## config.mk

```make
export PLATFORM = sky130hd
export DESIGN_NAME = log_timestamp_gap_detector
export DESIGN_NICKNAME = d
export VERILOG_FILES = /design/src/rtl/ltgd_pkg.sv /design/src/rtl/log_timestamp_gap_detector.sv /design/src/rtl/ltgd_line_capture.sv
export SDC_FILE = /design/constraint.sdc
export NUM_CORES = 2
export LEC_CHECK = 0
export BUFFER_PORTS_ARGS = -buffer_cell sky130_fd_sc_hd__clkbuf_2
export CORE_MARGIN = 2
export CORE_UTILIZATION = 45
export CTS_CLUSTER_SIZE = 12
export DETAILED_ROUTE_END_ITERATION = 10
export PLACE_DENSITY_LB_ADDON = 0.1
export SYNTH_ARGS = -nofsm -noshare
export SYNTH_HDL_FRONTEND = slang
export SYNTH_HIERARCHICAL = 1
export SYNTH_SLANG_ARGS = --single-unit
```

## constraint.sdc

```tcl
create_clock -name aclk -period 17.5 [get_ports aclk]
set_input_delay 3.5 -clock aclk [delete_from_list [all_inputs] [get_ports aclk]]
set_output_delay 3.5 -clock aclk [all_outputs]
set_load 0.005 [all_outputs]
```

## src/rtl/ltgd_pkg.sv

```systemverilog
package ltgd_pkg;

    localparam int CFG_ADDR_W  = 3;
    localparam int CFG_DATA_W  = 40;
    localparam int THRESH_W    = 40;
    localparam int LIMIT_W     = 16;
    localparam int LINE_NUM_W  = 32;
    localparam int DIFF_W      = 64;
    localparam int SECS_W      = 45;
    localparam int DAYSEC_W    = 26;
    localparam int HMS_W       = 19;
    localparam int YEAR_W      = 14;
    localparam int PAIR_W      = 7;
    localparam int DAYS_W      = 9;
    localparam int IN_TDATA_W  = 8;
    localparam int OUT_TDATA_W = 104;

    localparam logic [CFG_ADDR_W-1:0] REG_BRACKETED_MODE = 3'd0;
    localparam logic [CFG_ADDR_W-1:0] REG_OPEN_CHAR      = 3'd1;
    localparam logic [CFG_ADDR_W-1:0] REG_CLOSE_CHAR     = 3'd2;
    localparam logic [CFG_ADDR_W-1:0] REG_GAP_THRESHOLD  = 3'd3;
    localparam logic [CFG_ADDR_W-1:0] REG_MATCH_LIMIT    = 3'd4;

    localparam logic [7:0] OPEN_CHAR_RESET  = 8'd91;
    localparam logic [7:0] CLOSE_CHAR_RESET = 8'd93;

    localparam int STAMP_SPAN          = 19;
    localparam int STAMP_LEN_BARE      = 19;
    localparam int STAMP_LEN_BRACKETED = 21;
    localparam int DIGIT_COUNT         = 14;

    localparam logic [7:0] ASCII_ZERO = 8'h30;
    localparam logic [7:0] ASCII_NINE = 8'h39;

    localparam logic [29:0] YEAR_SECS = 30'd977616000;
    localparam logic [16:0] DAY_SECS  = 17'd86400;
    localparam logic [11:0] HOUR_SECS = 12'd3600;
    localparam logic [5:0]  MIN_SECS  = 6'd60;

    typedef struct packed {
        logic              stamp;
        logic [YEAR_W-1:0] year;
        logic [3:0]        month_idx;
        logic [PAIR_W-1:0] day;
        logic [PAIR_W-1:0] hour;
        logic [PAIR_W-1:0] minute;
        logic [PAIR_W-1:0] second;
        logic              leap_year;
    } line_info_t;

    typedef struct packed {
        logic       hit;
        logic [3:0] slot;
    } slot_t;

    function automatic slot_t slot_of_offset(input logic [4:0] offset);
        slot_t s;
        s.hit  = 1'b1;
        s.slot = 4'd0;
        case (offset)
            5'd0:  s.slot = 4'd0;
            5'd1:  s.slot = 4'd1;
            5'd2:  s.slot = 4'd2;
            5'd3:  s.slot = 4'd3;
            5'd5:  s.slot = 4'd4;
            5'd6:  s.slot = 4'd5;
            5'd8:  s.slot = 4'd6;
            5'd9:  s.slot = 4'd7;
            5'd11: s.slot = 4'd8;
            5'd12: s.slot = 4'd9;
            5'd14: s.slot = 4'd10;
            5'd15: s.slot = 4'd11;
            5'd17: s.slot = 4'd12;
            5'd18: s.slot = 4'd13;
            default: s.hit = 1'b0;
        endcase
        return s;
    endfunction

    function automatic logic [DAYS_W-1:0] month_days(input logic [3:0] idx, input logic leap);
        logic [DAYS_W-1:0] d;
        case (idx)
            4'd0:  d = 9'd0;
            4'd1:  d = 9'd31;
            4'd2:  d = 9'd59;
            4'd3:  d = 9'd90;
            4'd4:  d = 9'd120;
            4'd5:  d = 9'd151;
            4'd6:  d = 9'd181;
            4'd7:  d = 9'd212;
            4'd8:  d = 9'd243;
            4'd9:  d = 9'd273;
            4'd10: d = 9'd304;
            4'd11: d = 9'd334;
            default: d = 9'd0;
        endcase
        if (leap && idx >= 4'd2 && idx <= 4'd11) begin
            d = d + 9'd1;
        end
        return d;
    endfunction

    function automatic logic [PAIR_W-1:0] digit_pair(input logic [3:0] hi, input logic [3:0] lo);
        return PAIR_W'(hi) * PAIR_W'(10) + PAIR_W'(lo);
    endfunction

endpackage

```

## src/rtl/log_timestamp_gap_detector.sv

```systemverilog
// Log timestamp gap detector. Log bytes arrive on the slave stream one request per byte, and a
// request with s_tlast high ends the current line; every line end gives one result request on
// the master stream, in order. A request is taken in every cycle in which the internal pipeline
// can move, so the sustained rate is one byte or line end per clock; a line end passes from the
// line snapshot at acceptance through the constant multiplies, the seconds sum, and the
// difference and threshold compare into the result register. Once the number of gaps found
// reaches a non-zero match limit, the block keeps taking requests but gives no more results
// until reset.
module log_timestamp_gap_detector #(
    parameter int MAX_LINE_BYTES = 2048
) (
    input  logic                                aclk,
    input  logic                                aresetn,
    input  logic                                s_tvalid,
    output logic                                s_tready,
    input  logic [ltgd_pkg::IN_TDATA_W-1:0]     s_tdata,   // [7:0] char_byte
    input  logic                                s_tlast,
    output logic                                m_tvalid,
    input  logic                                m_tready,
    // [31:0] line_number, [32] has_stamp, [33] gap_found, [97:34] gap_seconds,
    // [98] limit_reached, [103:99] zero
    output logic [ltgd_pkg::OUT_TDATA_W-1:0]    m_tdata,
    input  logic                                cfg_wr_en,
    input  logic [ltgd_pkg::CFG_ADDR_W-1:0]     cfg_addr,
    input  logic [ltgd_pkg::CFG_DATA_W-1:0]     cfg_wdata
);

    localparam int LW = ltgd_pkg::LINE_NUM_W;
    localparam int SW = ltgd_pkg::SECS_W;
    localparam int DW = ltgd_pkg::DIFF_W;

    // Configuration registers.
    logic                          bracketed_reg;
    logic [7:0]                    open_char_reg;
    logic [7:0]                    close_char_reg;
    logic [ltgd_pkg::THRESH_W-1:0] threshold_reg;
    logic [ltgd_pkg::LIMIT_W-1:0]  limit_reg;

    always_ff @(posedge aclk) begin
        if (!aresetn) begin
            bracketed_reg  <= 1'b1;
            open_char_reg  <= ltgd_pkg::OPEN_CHAR_RESET;
            close_char_reg <= ltgd_pkg::CLOSE_CHAR_RESET;
            threshold_reg  <= '0;
            limit_reg      <= '0;
        end else if (cfg_wr_en) begin
            case (cfg_addr)
                ltgd_pkg::REG_BRACKETED_MODE: bracketed_reg  <= cfg_wdata[0];
                ltgd_pkg::REG_OPEN_CHAR:      open_char_reg  <= cfg_wdata[7:0];
                ltgd_pkg::REG_CLOSE_CHAR:     close_char_reg <= cfg_wdata[7:0];
                ltgd_pkg::REG_GAP_THRESHOLD:  threshold_reg  <= cfg_wdata[ltgd_pkg::THRESH_W-1:0];
                ltgd_pkg::REG_MATCH_LIMIT:    limit_reg      <= cfg_wdata[ltgd_pkg::LIMIT_W-1:0];
                default: ;
            endcase
        end
    end

    // Pipeline control.
    logic s1_valid_reg, s1_valid_next;
    logic s2_valid_reg, s2_valid_next;
    logic s3_valid_reg, s3_valid_next;
    logic out_valid_reg, out_valid_next;
    logic stopped_reg, stopped_next;
    logic s1_ready, s2_ready, s3_ready;
    logic in_fire, end_fire, byte_fire, out_load, stop_now;

    assign s3_ready  = !out_valid_reg || m_tready;
    assign s2_ready  = !s2_valid_reg || s3_ready;
    assign s1_ready  = !s1_valid_reg || s2_ready;
    assign s_tready  = stopped_reg || s1_ready;
    assign in_fire   = s_tvalid && s_tready && !stopped_reg;
    assign end_fire  = in_fire && s_tlast;
    assign byte_fire = in_fire && !s_tlast;
    assign out_load  = s3_valid_reg && s3_ready;

    ltgd_pkg::line_info_t line_info;

    ltgd_line_capture #(
        .MAX_LINE_BYTES (MAX_LINE_BYTES)
    ) u_capture (
        .aclk           (aclk),
        .aresetn        (aresetn),
        .byte_en        (byte_fire),
        .line_done      (end_fire),
        .char_byte      (s_tdata[7:0]),
        .bracketed_mode (bracketed_reg),
        .open_char      (open_char_reg),
        .close_char     (close_char_reg),
        .line_info      (line_info)
    );

    // Stage 1: line snapshot.
    logic [LW-1:0]        line_cnt_reg, line_cnt_next;
    logic [LW-1:0]        s1_line_reg;
    ltgd_pkg::line_info_t s1_info_reg;

    always_comb begin
        line_cnt_next = line_cnt_reg;
        if (end_fire) begin
            line_cnt_next = (line_cnt_reg == '1) ? LW'(1) : line_cnt_reg + LW'(1);
        end
    end

    always_ff @(posedge aclk) begin
        if (end_fire) begin
            s1_line_reg <= line_cnt_reg;
            s1_info_reg <= line_info;
        end
    end

    // Stage 2: constant multiplies.
    logic [LW-1:0]                 s2_line_reg;
    logic                          s2_stamp_reg, s2_leap_reg;
    logic [SW-1:0]                 s2_year_secs_reg;
    logic [ltgd_pkg::DAYSEC_W-1:0] s2_day_common_reg, s2_day_leap_reg;
    logic [ltgd_pkg::HMS_W-1:0]    s2_hms_reg;
    logic [ltgd_pkg::DAYS_W-1:0]   days_common, days_leap;

    assign days_common = ltgd_pkg::month_days(s1_info_reg.month_idx, 1'b0)
                         + ltgd_pkg::DAYS_W'(s1_info_reg.day);
    assign days_leap   = ltgd_pkg::month_days(s1_info_reg.month_idx, 1'b1)
                         + ltgd_pkg::DAYS_W'(s1_info_reg.day);

    always_ff @(posedge aclk) begin
        if (s2_ready) begin
            s2_line_reg       <= s1_line_reg;
            s2_stamp_reg      <= s1_info_reg.stamp;
            s2_leap_reg       <= s1_info_reg.leap_year;
            s2_year_secs_reg  <= SW'(s1_info_reg.year) * SW'(ltgd_pkg::YEAR_SECS);
            s2_day_common_reg <= ltgd_pkg::DAYSEC_W'(days_common)
                                 * ltgd_pkg::DAYSEC_W'(ltgd_pkg::DAY_SECS);
            s2_day_leap_reg   <= ltgd_pkg::DAYSEC_W'(days_leap)
                                 * ltgd_pkg::DAYSEC_W'(ltgd_pkg::DAY_SECS);
            s2_hms_reg        <= ltgd_pkg::HMS_W'(s1_info_reg.hour)
                                 * ltgd_pkg::HMS_W'(ltgd_pkg::HOUR_SECS)
                                 + ltgd_pkg::HMS_W'(s1_info_reg.minute)
                                 * ltgd_pkg::HMS_W'(ltgd_pkg::MIN_SECS)
                                 + ltgd_pkg::HMS_W'(s1_info_reg.second);
        end
    end

    // Stage 3: seconds for both leap choices.
    logic [LW-1:0] s3_line_reg;
    logic          s3_stamp_reg, s3_leap_reg;
    logic [SW-1:0] s3_now_common_reg, s3_now_leap_reg;

    always_ff @(posedge aclk) begin
        if (s3_ready) begin
            s3_line_reg       <= s2_line_reg;
            s3_stamp_reg      <= s2_stamp_reg;
            s3_leap_reg       <= s2_leap_reg;
            s3_now_common_reg <= s2_year_secs_reg + SW'(s2_day_common_reg) + SW'(s2_hms_reg);
            s3_now_leap_reg   <= s2_year_secs_reg + SW'(s2_day_leap_reg) + SW'(s2_hms_reg);
        end
    end

    // Final stage: the leap latch, previous stamp and gap count are updated in line order here.
    logic                         year_latched_reg, year_latched_next;
    logic                         leap_flag_reg, leap_flag_next;
    logic [DW-1:0]                prev_secs_reg, prev_secs_next;
    logic                         prev_valid_reg, prev_valid_next;
    logic [ltgd_pkg::LIMIT_W-1:0] gaps_reg, gaps_next;
    logic                         leap_sel;
    logic [DW-1:0]                now_secs, diff_raw, diff_out;
    logic [ltgd_pkg::LIMIT_W-1:0] gaps_after;
    logic                         gap, hit;

    assign leap_sel = year_latched_reg ? leap_flag_reg : s3_leap_reg;
    assign now_secs = DW'(leap_sel ? s3_now_leap_reg : s3_now_common_reg);
    assign diff_raw = now_secs - prev_secs_reg;
    assign gap      = s3_stamp_reg && prev_valid_reg && (diff_raw >= DW'(threshold_reg));
    assign diff_out = (s3_stamp_reg && prev_valid_reg) ? diff_raw : '0;
    assign gaps_after = (gap && gaps_reg != '1) ? gaps_reg + ltgd_pkg::LIMIT_W'(1) : gaps_reg;
    assign hit      = gap && (limit_reg != '0) && (gaps_after >= limit_reg);
    assign stop_now = out_load && hit;

    always_comb begin
        year_latched_next = year_latched_reg;
        leap_flag_next    = leap_flag_reg;
        prev_secs_next    = prev_secs_reg;
        prev_valid_next   = prev_valid_reg;
        gaps_next         = gaps_reg;
        stopped_next      = stopped_reg || stop_now;
        if (out_load && s3_stamp_reg) begin
            year_latched_next = 1'b1;
            leap_flag_next    = leap_sel;
            prev_secs_next    = now_secs;
            prev_valid_next   = 1'b1;
            gaps_next         = gaps_after;
        end
    end

    // A stop discards every line end queued behind the one that reached the limit.
    always_comb begin
        s1_valid_next  = end_fire ? 1'b1 : (s2_ready ? 1'b0 : s1_valid_reg);
        s2_valid_next  = s2_ready ? s1_valid_reg : s2_valid_reg;
        s3_valid_next  = s3_ready ? s2_valid_reg : s3_valid_reg;
        out_valid_next = s3_ready ? s3_valid_reg : out_valid_reg;
        if (stop_now) begin
            s1_valid_next = 1'b0;
            s2_valid_next = 1'b0;
            s3_valid_next = 1'b0;
        end
    end

    logic [LW-1:0] out_line_reg;
    logic          out_stamp_reg, out_gap_reg, out_hit_reg;
    logic [DW-1:0] out_diff_reg;

    always_ff @(posedge aclk) begin
        if (s3_ready) begin
            out_line_reg  <= s3_line_reg;
            out_stamp_reg <= s3_stamp_reg;
            out_gap_reg   <= gap;
            out_diff_reg  <= diff_out;
            out_hit_reg   <= hit;
        end
    end

    always_ff @(posedge aclk) begin
        if (!aresetn) begin
            s1_valid_reg     <= 1'b0;
            s2_valid_reg     <= 1'b0;
            s3_valid_reg     <= 1'b0;
            out_valid_reg    <= 1'b0;
            stopped_reg      <= 1'b0;
            line_cnt_reg     <= LW'(1);
            year_latched_reg <= 1'b0;
            leap_flag_reg    <= 1'b0;
            prev_secs_reg    <= '0;
            prev_valid_reg   <= 1'b0;
            gaps_reg         <= '0;
        end else begin
            s1_valid_reg     <= s1_valid_next;
            s2_valid_reg     <= s2_valid_next;
            s3_valid_reg     <= s3_valid_next;
            out_valid_reg    <= out_valid_next;
            stopped_reg      <= stopped_next;
            line_cnt_reg     <= line_cnt_next;
            year_latched_reg <= year_latched_next;
            leap_flag_reg    <= leap_flag_next;
            prev_secs_reg    <= prev_secs_next;
            prev_valid_reg   <= prev_valid_next;
            gaps_reg         <= gaps_next;
        end
    end

    assign m_tvalid = out_valid_reg;
    assign m_tdata  = {5'b0, out_hit_reg, out_diff_reg, out_gap_reg, out_stamp_reg, out_line_reg};

endmodule

```

## src/rtl/ltgd_line_capture.sv

```systemverilog
module ltgd_line_capture #(
    parameter int MAX_LINE_BYTES = 2048
) (
    input  logic                  aclk,
    input  logic                  aresetn,
    input  logic                  byte_en,
    input  logic                  line_done,
    input  logic [7:0]            char_byte,
    input  logic                  bracketed_mode,
    input  logic [7:0]            open_char,
    input  logic [7:0]            close_char,
    output ltgd_pkg::line_info_t  line_info
);

    localparam int POS_W = $clog2(MAX_LINE_BYTES);

    logic [POS_W-1:0] pos_reg, pos_next;
    logic [7:0]       first_byte_reg, first_byte_next;
    logic             close_seen_reg, close_seen_next;
    logic             digits_bad_reg, digits_bad_next;
    logic [3:0]       digit_reg [ltgd_pkg::DIGIT_COUNT];
    logic [3:0]       digit_next [ltgd_pkg::DIGIT_COUNT];

    logic [POS_W-1:0] start;
    logic [POS_W-1:0] offset;
    logic             in_span;
    logic             pos_full;
    logic             is_digit;
    ltgd_pkg::slot_t  slot;

    assign start    = bracketed_mode ? POS_W'(1) : POS_W'(0);
    assign offset   = pos_reg - start;
    assign in_span  = (pos_reg >= start) && (offset < POS_W'(ltgd_pkg::STAMP_SPAN));
    assign pos_full = (pos_reg == POS_W'(MAX_LINE_BYTES - 1));
    assign is_digit = (char_byte >= ltgd_pkg::ASCII_ZERO) && (char_byte <= ltgd_pkg::ASCII_NINE);
    assign slot     = ltgd_pkg::slot_of_offset(offset[4:0]);

    always_comb begin
        pos_next        = pos_reg;
        first_byte_next = first_byte_reg;
        close_seen_next = close_seen_reg;
        digits_bad_next = digits_bad_reg;
        digit_next      = digit_reg;
        if (line_done) begin
            pos_next        = '0;
            first_byte_next = '0;
            close_seen_next = 1'b0;
            digits_bad_next = 1'b0;
            for (int i = 0; i < ltgd_pkg::DIGIT_COUNT; i++) begin
                digit_next[i] = '0;
            end
        end else if (byte_en && !pos_full) begin
            if (pos_reg == '0) begin
                first_byte_next = char_byte;
            end
            if (pos_reg != '0 && char_byte == close_char) begin
                close_seen_next = 1'b1;
            end
            if (in_span && slot.hit) begin
                if (is_digit) begin
                    digit_next[slot.slot] = 4'(char_byte - ltgd_pkg::ASCII_ZERO);
                end else begin
                    digits_bad_next = 1'b1;
                end
            end
            pos_next = pos_reg + POS_W'(1);
        end
    end

    always_ff @(posedge aclk) begin
        if (!aresetn) begin
            pos_reg        <= '0;
            first_byte_reg <= '0;
            close_seen_reg <= 1'b0;
            digits_bad_reg <= 1'b0;
            for (int i = 0; i < ltgd_pkg::DIGIT_COUNT; i++) begin
                digit_reg[i] <= '0;
            end
        end else begin
            pos_reg        <= pos_next;
            first_byte_reg <= first_byte_next;
            close_seen_reg <= close_seen_next;
            digits_bad_reg <= digits_bad_next;
            digit_reg      <= digit_next;
        end
    end

    logic [ltgd_pkg::PAIR_W-1:0] century, year_lo, month;
    logic                        len_ok, month_ok;

    assign century = ltgd_pkg::digit_pair(digit_reg[0], digit_reg[1]);
    assign year_lo = ltgd_pkg::digit_pair(digit_reg[2], digit_reg[3]);
    assign month   = ltgd_pkg::digit_pair(digit_reg[4], digit_reg[5]);

    assign len_ok = bracketed_mode
        ? (pos_reg >= POS_W'(ltgd_pkg::STAMP_LEN_BRACKETED)) && (first_byte_reg == open_char)
          && close_seen_reg
        : (pos_reg >= POS_W'(ltgd_pkg::STAMP_LEN_BARE));
    assign month_ok = (month >= ltgd_pkg::PAIR_W'(1)) && (month <= ltgd_pkg::PAIR_W'(12));

    always_comb begin
        line_info.stamp     = len_ok && !digits_bad_reg && month_ok;
        line_info.year      = ltgd_pkg::YEAR_W'(century) * ltgd_pkg::YEAR_W'(100)
                              + ltgd_pkg::YEAR_W'(year_lo);
        line_info.month_idx = 4'(month - ltgd_pkg::PAIR_W'(1));
        line_info.day       = ltgd_pkg::digit_pair(digit_reg[6], digit_reg[7]);
        line_info.hour      = ltgd_pkg::digit_pair(digit_reg[8], digit_reg[9]);
        line_info.minute    = ltgd_pkg::digit_pair(digit_reg[10], digit_reg[11]);
        line_info.second    = ltgd_pkg::digit_pair(digit_reg[12], digit_reg[13]);
        // Divisible by 4, and either not a century year or a century divisible by 400.
        line_info.leap_year = (line_info.year[1:0] == 2'b00)
                              && ((year_lo != '0) || (century[1:0] == 2'b00));
    end

endmodule

```

# After elaboration in Yosys (flattened, before gate mapping)
# Memory sizes are Yosys's and may differ from the RTL's. A register that Yosys moved wholly into a read port is not among the register bits.
# Cells that the tools add are included.
dict set report classes {
  addsub 24
  n_mul 13
  n_div 0
  order_cmp 14
  n_eq_ne 22
  shifts 0
  muxes 16
  bitwise 3
  n_reduce_logical 59
}
# op n
set ops {}
lappend ops {{$add 44x26->45} 2}
lappend ops {{$add 45x19->45} 2}
lappend ops {{$ge 64x40->1} 1}
lappend ops {{$sub 45x64->64} 1}
lappend ops {{$bwmux 56} 1}
lappend ops {{$pmux 4 s13} 1}
lappend ops {{$add 7x4->7} 7}
lappend ops {{$mux 45} 1}
lappend ops {{$mul 4x3->6 const B} 7}
lappend ops {{$mul 9x10->19 const B} 2}
lappend ops {{$mul 14x23->37 const B} 1}
lappend ops {{$add 32x1->32 const B} 1}
lappend ops {{$eq 32x32->1 const B} 1}
lappend ops {{$mux 32} 1}
lappend ops {{$eq 5x4->1 const B} 6}
lappend ops {{$logic_and 1x1->1} 25}
lappend ops {{$ge 11x5->1 const B} 2}
lappend ops {{$add 19x13->19} 1}
lappend ops {{$add 19x7->19} 1}
lappend ops {{$add 9x7->9} 2}
lappend ops {{$add 16x1->16 const B} 1}
lappend ops {{$demux 4 s4} 1}
lappend ops {{$eq 8x8->1} 2}
lappend ops {{$ge 16x16->1} 1}
lappend ops {{47 further kinds} 80}
dict set report totals {
  ff_bits 700
  latch_bits 0
  mem_bits_rw 0
  mem_bits_ro 288
  in_bits 57
  output_inout_bits 106
  wordCells 212
  memories 2
}
# name depth width rd rd_ports_with_merged_regs write_ports line
set mem_list {}
lappend mem_list {{(name not given)} 16 9 1 1 0 ltgd_pkg.sv:82} ;# case (idx)
lappend mem_list {{(name not given)} 16 9 1 1 0 ltgd_pkg.sv:82}

# Depth between registers and ports, before layout
dict set report depth {
  word_depth 11
  mapped_depth 40
  ltp_nobuf 38
}

# Cells and area by module
# The synthesis kept the hierarchy.
# module instances cells_each area_per_inst_um2
set by_module_without_submodules {}
lappend by_module_without_submodules {log_timestamp_gap_detector 1 3530 38508.2}
lappend by_module_without_submodules {ltgd_line_capture 1 683 6198.4}

# Worst setup path before layout
# OpenSTA, ideal clock, no wires.
dict set report synth_timing {
  path_type {input to register}
  start {in m_tready}
  end {reg gaps_reg[10] in the netlist's numbering}
  setup_time_ns 0.132
  t_arrival_ns 9.774
  path_slack_ns 7.594
  cell_stages 10
  cell_sequence {nor2b_1 -> clkbuf_1 -> inv_1 -> nand3_1 -> or3_1 -> clkbuf_1 -> clkbuf_1 -> clkbuf_1 -> o31ai_1 -> a21oi_1}
}
dict set report synth_between {
  elab_chain_len 3
}
# item line
set synth_rtl {}
lappend synth_rtl {{start, declared} log_timestamp_gap_detector.sv:19} ;# input logic m_tready,
lappend synth_rtl {{$logic_or 1x1->1} log_timestamp_gap_detector.sv:67} ;# assign s3_ready = !out_valid_reg || m_tready;
lappend synth_rtl {{$logic_and 1x1->1} log_timestamp_gap_detector.sv:74} ;# assign out_load = s3_valid_reg && s3_ready;
lappend synth_rtl {{$logic_and 1x1->1} log_timestamp_gap_detector.sv:184} ;# if (out_load && s3_stamp_reg) begin
lappend synth_rtl {{end signal, assigned} log_timestamp_gap_detector.sv:244} ;# gaps_reg <= gaps_next;
lappend synth_rtl {{end, declared} log_timestamp_gap_detector.sv:162} ;# logic [ltgd_pkg::LIMIT_W-1:0] gaps_reg, gaps_next;
# No other way between the ends.
# A chain may end at the register's enable or synchronous reset.

# Worst setup path in the final report
dict set report layout_timing {
  start {reg prev_valid_reg}
  end {reg s2_valid_reg}
}
dict set report layout_between {
  elab_chain_len 11
}
# item line
set layout_rtl {}
lappend layout_rtl {{start, declared} log_timestamp_gap_detector.sv:161} ;# logic prev_valid_reg, prev_valid_next;
lappend layout_rtl {{start signal, assigned} log_timestamp_gap_detector.sv:243} ;# prev_valid_reg <= prev_valid_next;
lappend layout_rtl {{$mux 1} --}
lappend layout_rtl {{$mux 45} --}
lappend layout_rtl {{net now_secs[11]} log_timestamp_gap_detector.sv:164} ;# logic [DW-1:0] now_secs, diff_raw, diff_out;
lappend layout_rtl {{$sub 45x64->64} --}
lappend layout_rtl {{net diff_raw[34]} log_timestamp_gap_detector.sv:164}
lappend layout_rtl {{$ge 64x40->1} --}
lappend layout_rtl {{$logic_and 1x1->1} log_timestamp_gap_detector.sv:171} ;# assign gap = s3_stamp_reg && prev_valid_reg && (diff_raw >= DW'(threshold_reg));
lappend layout_rtl {{$logic_and 1x1->1} log_timestamp_gap_detector.sv:173} ;# assign gaps_after = (gap && gaps_reg != '1) ? gaps_reg + ltgd_pkg::LIMIT_W'(1) : gaps_reg;
lappend layout_rtl {{$mux 16} log_timestamp_gap_detector.sv:173}
lappend layout_rtl {{net gaps_after, one bit} log_timestamp_gap_detector.sv:165} ;# logic [ltgd_pkg::LIMIT_W-1:0] gaps_after;
lappend layout_rtl {{$ge 16x16->1} log_timestamp_gap_detector.sv:174} ;# assign hit = gap && (limit_reg != '0) && (gaps_after >= limit_reg);
lappend layout_rtl {{$logic_and 1x1->1} log_timestamp_gap_detector.sv:174}
lappend layout_rtl {{$logic_and 1x1->1} log_timestamp_gap_detector.sv:175} ;# assign stop_now = out_load && hit;
lappend layout_rtl {{$reduce_or 2->1 (no source line)} --}
lappend layout_rtl {{end signal, assigned} log_timestamp_gap_detector.sv:235} ;# s2_valid_reg <= s2_valid_next;
lappend layout_rtl {{end, declared} log_timestamp_gap_detector.sv:60} ;# logic s2_valid_reg, s2_valid_next;
# The timed path passes the listed nets, and every way through them passes these cells.

==> impl_metrics.json <==
{
  "switching_share": 0.361,
  "cts-buffers-inserted": 79,
  "drt_iter0_drc": 1591,
  "post-dp-hpwl_um": 77700,
  "syn_to_final_growth_pct": 10.7,
  "hp-class": "register to register",
  "seqPwrFrac": 0.324,
  "num_antenna_cells": 0,
  "gr-total-overflow": 0,
  "largest_reg_flops": 64,
  "placed_cell_area_mm2": 0.0468,
  "cts_sinks": 683,
  "fin_util": 0.503,
  "drc": 0,
  "finClkSkew_ns": 0.0203,
  "antenna_found_initial": 3,
  "r2r-start": "prev_valid_reg",
  "die-area_mm2": 0.102,
  "postSynthAreaPerCell_um2": 10.6,
  "synth.yosys.seq_area_share": 0.401,
  "grt_pass1_wl_um": 158000,
  "syn_area_mm2": 0.0447,
  "ir_drop_mv": 0.0825,
  "cts_tree": "done",
  "grt_pass1_vias": 28700,
  "fp.dieW_um": 319,
  "cts.clk_slew.worst_paths_ns": 0.06,
  "mostFrequentLayoutCell": "ha_1",
  "critPathCapture": "s2_valid_reg",
  "die_h_um": 319,
  "async_reset_ff_frac": 0,
  "start_kind": "register",
  "drive_gt1_frac": 0.0884,
  "fin_area_mm2": 0.0495,
  "cts_buffer_depth": 3,
  "drv_slew": 0,
  "cpPeakStageDelay_ns": 0.63,
  "ys.flop_type": "edfxtp_1",
  "worstHoldPathCells": 0,
  "r2r_setup_slack_ns": 8.37,
  "post_drt_wl_per_cell_um": 17.4,
  "whs_ns": 0.411,
  "setup_viol": 0,
  "finalCritPeriodShare": 0.522,
  "gp_congestion": 0.871,
  "power_frac_comb": 0.425,
  "endpoint_kind": "register",
  "r2r_cells": 37,
  "synth_edf_count": 424,
  "rsz0062_at_grt": "no",
  "post-cts-setup-buffers": 0,
  "p_int_mw": 4.25,
  "pwr_density_cell_mw_per_mm2": 134,
  "initial_utilization": 0.454,
  "max-slew-margin-rel": 0.192,
  "viasPerCell": 5.18,
  "layout_common_cells": "573 x ha_1, 481 x inv_1, 424 x edfxtp_1",
  "tightest_slew_ns": 1.21,
  "cts_hold_buf": 0,
  "clk_latency_ns": 0.66,
  "fmax_mhz": 110,
  "first_pass_iters": 7,
  "core_area_mm2": 0.0984,
  "yosys_register_bits": 683,
  "hold_viol": 0,
  "rr_endpoint": "s2_valid_reg",
  "synth-warning-count": 6,
  "fin_nets": 5168,
  "critical-path-slowest-cell": "dfxtp_1",
  "portBuffers": 157,
  "critical_path_required_ns": 18.08,
  "critPathKind": "register to register",
  "p_clk_frac": 0.251,
  "drv_cap": 0,
  "grt_usage": 0.196,
  "ctsResizeCount": 0,
  "cts_root_buf": "clkbuf_16",
  "p_leak_nw": 21.9,
  "drt-total-wl_um": 99300,
  "crit_start": "prev_valid_reg",
  "arrival_ns": 9.71,
  "htreeDepth": 3,
  "fin_crit_ns": 9.13,
  "cp_max_fo": 45,
  "ant_nets": 0,
  "setup_tns_ns": 0,
  "status": "finished, final reports clean",
  "vias": 29600,
  "ioPinCount": 163,
  "yosysUniqueCellTypes": 90,
  "grt_max_degree": 88,
  "rows": 115,
  "synthCells": 4213,
  "power.switching_mw": 2.40
}
worst min-delay path by stage:
stage / to / slack (ns) / startpoint
after floorplan: out_line_reg[0] / 0.40 / s3_line_reg[0]
after global placement: s3_line_reg[16] / 0.40 / s2_line_reg[16]
after detailed placement: out_line_reg[13] / 0.40 / s3_line_reg[13]
after CTS: s2_line_reg[15] / 0.41 / s1_line_reg[15]
after global routing: s2_line_reg[13] / 0.42 / s1_line_reg[13]
final: s2_line_reg[15] / 0.41 / s1_line_reg[15]
kinds of logic after synthesis:
| family | count (synthesis) | synth area share |
|---|---|---|
| AOI/OAI and AO/OA | 698 | 0.101 |
| xor gates and xnor gates | 332 | 0.0650 |
| adders and majority gates | 754 | 0.241 |
| buffers and inverters | 605 | 0.0529 |
| DFF | 683 | 0.401 |
| muxes | 120 | 0.0282 |
| other | 1 | 0.0000839 |
| and+or+nand+nor | 1020 | 0.111 |
critical path: cells and delay by family (launching register included):
kind	cells	cell delay, ns
AOI/OAI and AO/OA	22	4.40
xor gates and xnor gates	1	0.15
adders and majority gates	3	0.92
buffers and inverters	2	0.87
DFF	1	0.63
muxes	3	1.07
and+or+nand+nor	6	0.92
synthesized netlist by cell type (6+ instances only):
| master | instances | area share |
|---|---|---|
| o21bai_1 | 44 | 0.0074 |
| a211oi_1 | 51 | 0.0086 |
| fa_1 | 181 | 0.081 |
| dfxtp_1 | 259 | 0.12 |
| o21a_1 | 23 | 0.0039 |
| a21boi_0 | 8 | 0.0013 |
| a211o_1 | 8 | 0.0016 |
| mux2i_1 | 74 | 0.017 |
| a31oi_1 | 19 | 0.0027 |
| and4_1 | 6 | 0.0012 |
| or4_1 | 12 | 0.0020 |
| nor3_1 | 41 | 0.0046 |
| or3_1 | 15 | 0.0021 |
| edfxtp_1 | 424 | 0.28 |
| nor3b_1 | 10 | 0.0017 |
| a2111oi_0 | 13 | 0.0025 |
| nor2_1 | 302 | 0.025 |
| a21o_1 | 85 | 0.014 |
| o31ai_1 | 21 | 0.0035 |
| nor2b_1 | 63 | 0.0088 |
| nand2_1 | 324 | 0.027 |
| and3_1 | 40 | 0.0056 |
| nand2b_1 | 29 | 0.0041 |
| or2_2 | 14 | 0.0020 |
| nor4_1 | 24 | 0.0034 |
| xnor2_1 | 221 | 0.043 |
| ha_1 | 573 | 0.16 |
| nand3_1 | 67 | 0.0075 |
| nand4_1 | 38 | 0.0053 |
| nand4_4 | 9 | 0.0043 |
| buf_1 | 7 | 0.00059 |
| clkbuf_1 | 90 | 0.0076 |
| inv_1 | 482 | 0.040 |
| o31a_1 | 7 | 0.0014 |
| mux2_2 | 43 | 0.011 |
| o21ai_0 | 91 | 0.010 |
| a21oi_1 | 263 | 0.029 |
| xor2_1 | 111 | 0.022 |
| buf_4 | 15 | 0.0025 |
cell type report:
class	instances	area (µm²)
Clock inverter	36	457
Sequential cell	683	17900
Inverter	483	1820
Timing Repair Buffer	181	966
Fill cell	9035	48900
Clock buffer	110	2220
Tap cell	1287	1610
Multi-Input combinational cell	2929	24500
stage by stage:
step / total power, mW / cells / setup slack, ns
after global routing: 7.14 / 5709 / 7.57
after CTS: 6.71 / 5709 / 8.34
after floorplan: 4.28 / 4217 / 7.59
after detailed placement: 4.99 / 5563 / 8.38
final: 6.65 / 5709 / 8.37
after global placement: 4.98 / 5563 / 8.49
routing by layer:
layer / wire length, µm / GRT usage / up-vias / share of wire
li1: - / - / 14900 / -
met3: 3970 / 0.0253 / 130 / 0.040
met2: 44900 / 0.313 / 523 / 0.45
met5: 20 / 0 / - / 0.00020
met1: 48200 / 0.280 / 14000 / 0.49
met4: 2240 / 0.0536 / 4 / 0.023
power by group through the flow:
| stage | Sequential, mW | Clock, mW | Combinational (mW) |
|---|---|---|---|
| 2_1_floorplan | 2.13 | 0 | 2.15 |
| 3_3_place_gp | 2.19 | 0 | 2.79 |
| 3_5_place_dp | 2.19 | 0 | 2.81 |
| 4_1_cts | 2.16 | 1.72 | 2.83 |
| 5_1_grt | 2.17 | 1.78 | 3.19 |
| 6_report | 2.15 | 1.67 | 2.82 |
No activity file was read; power rests on OpenSTA's default activity.
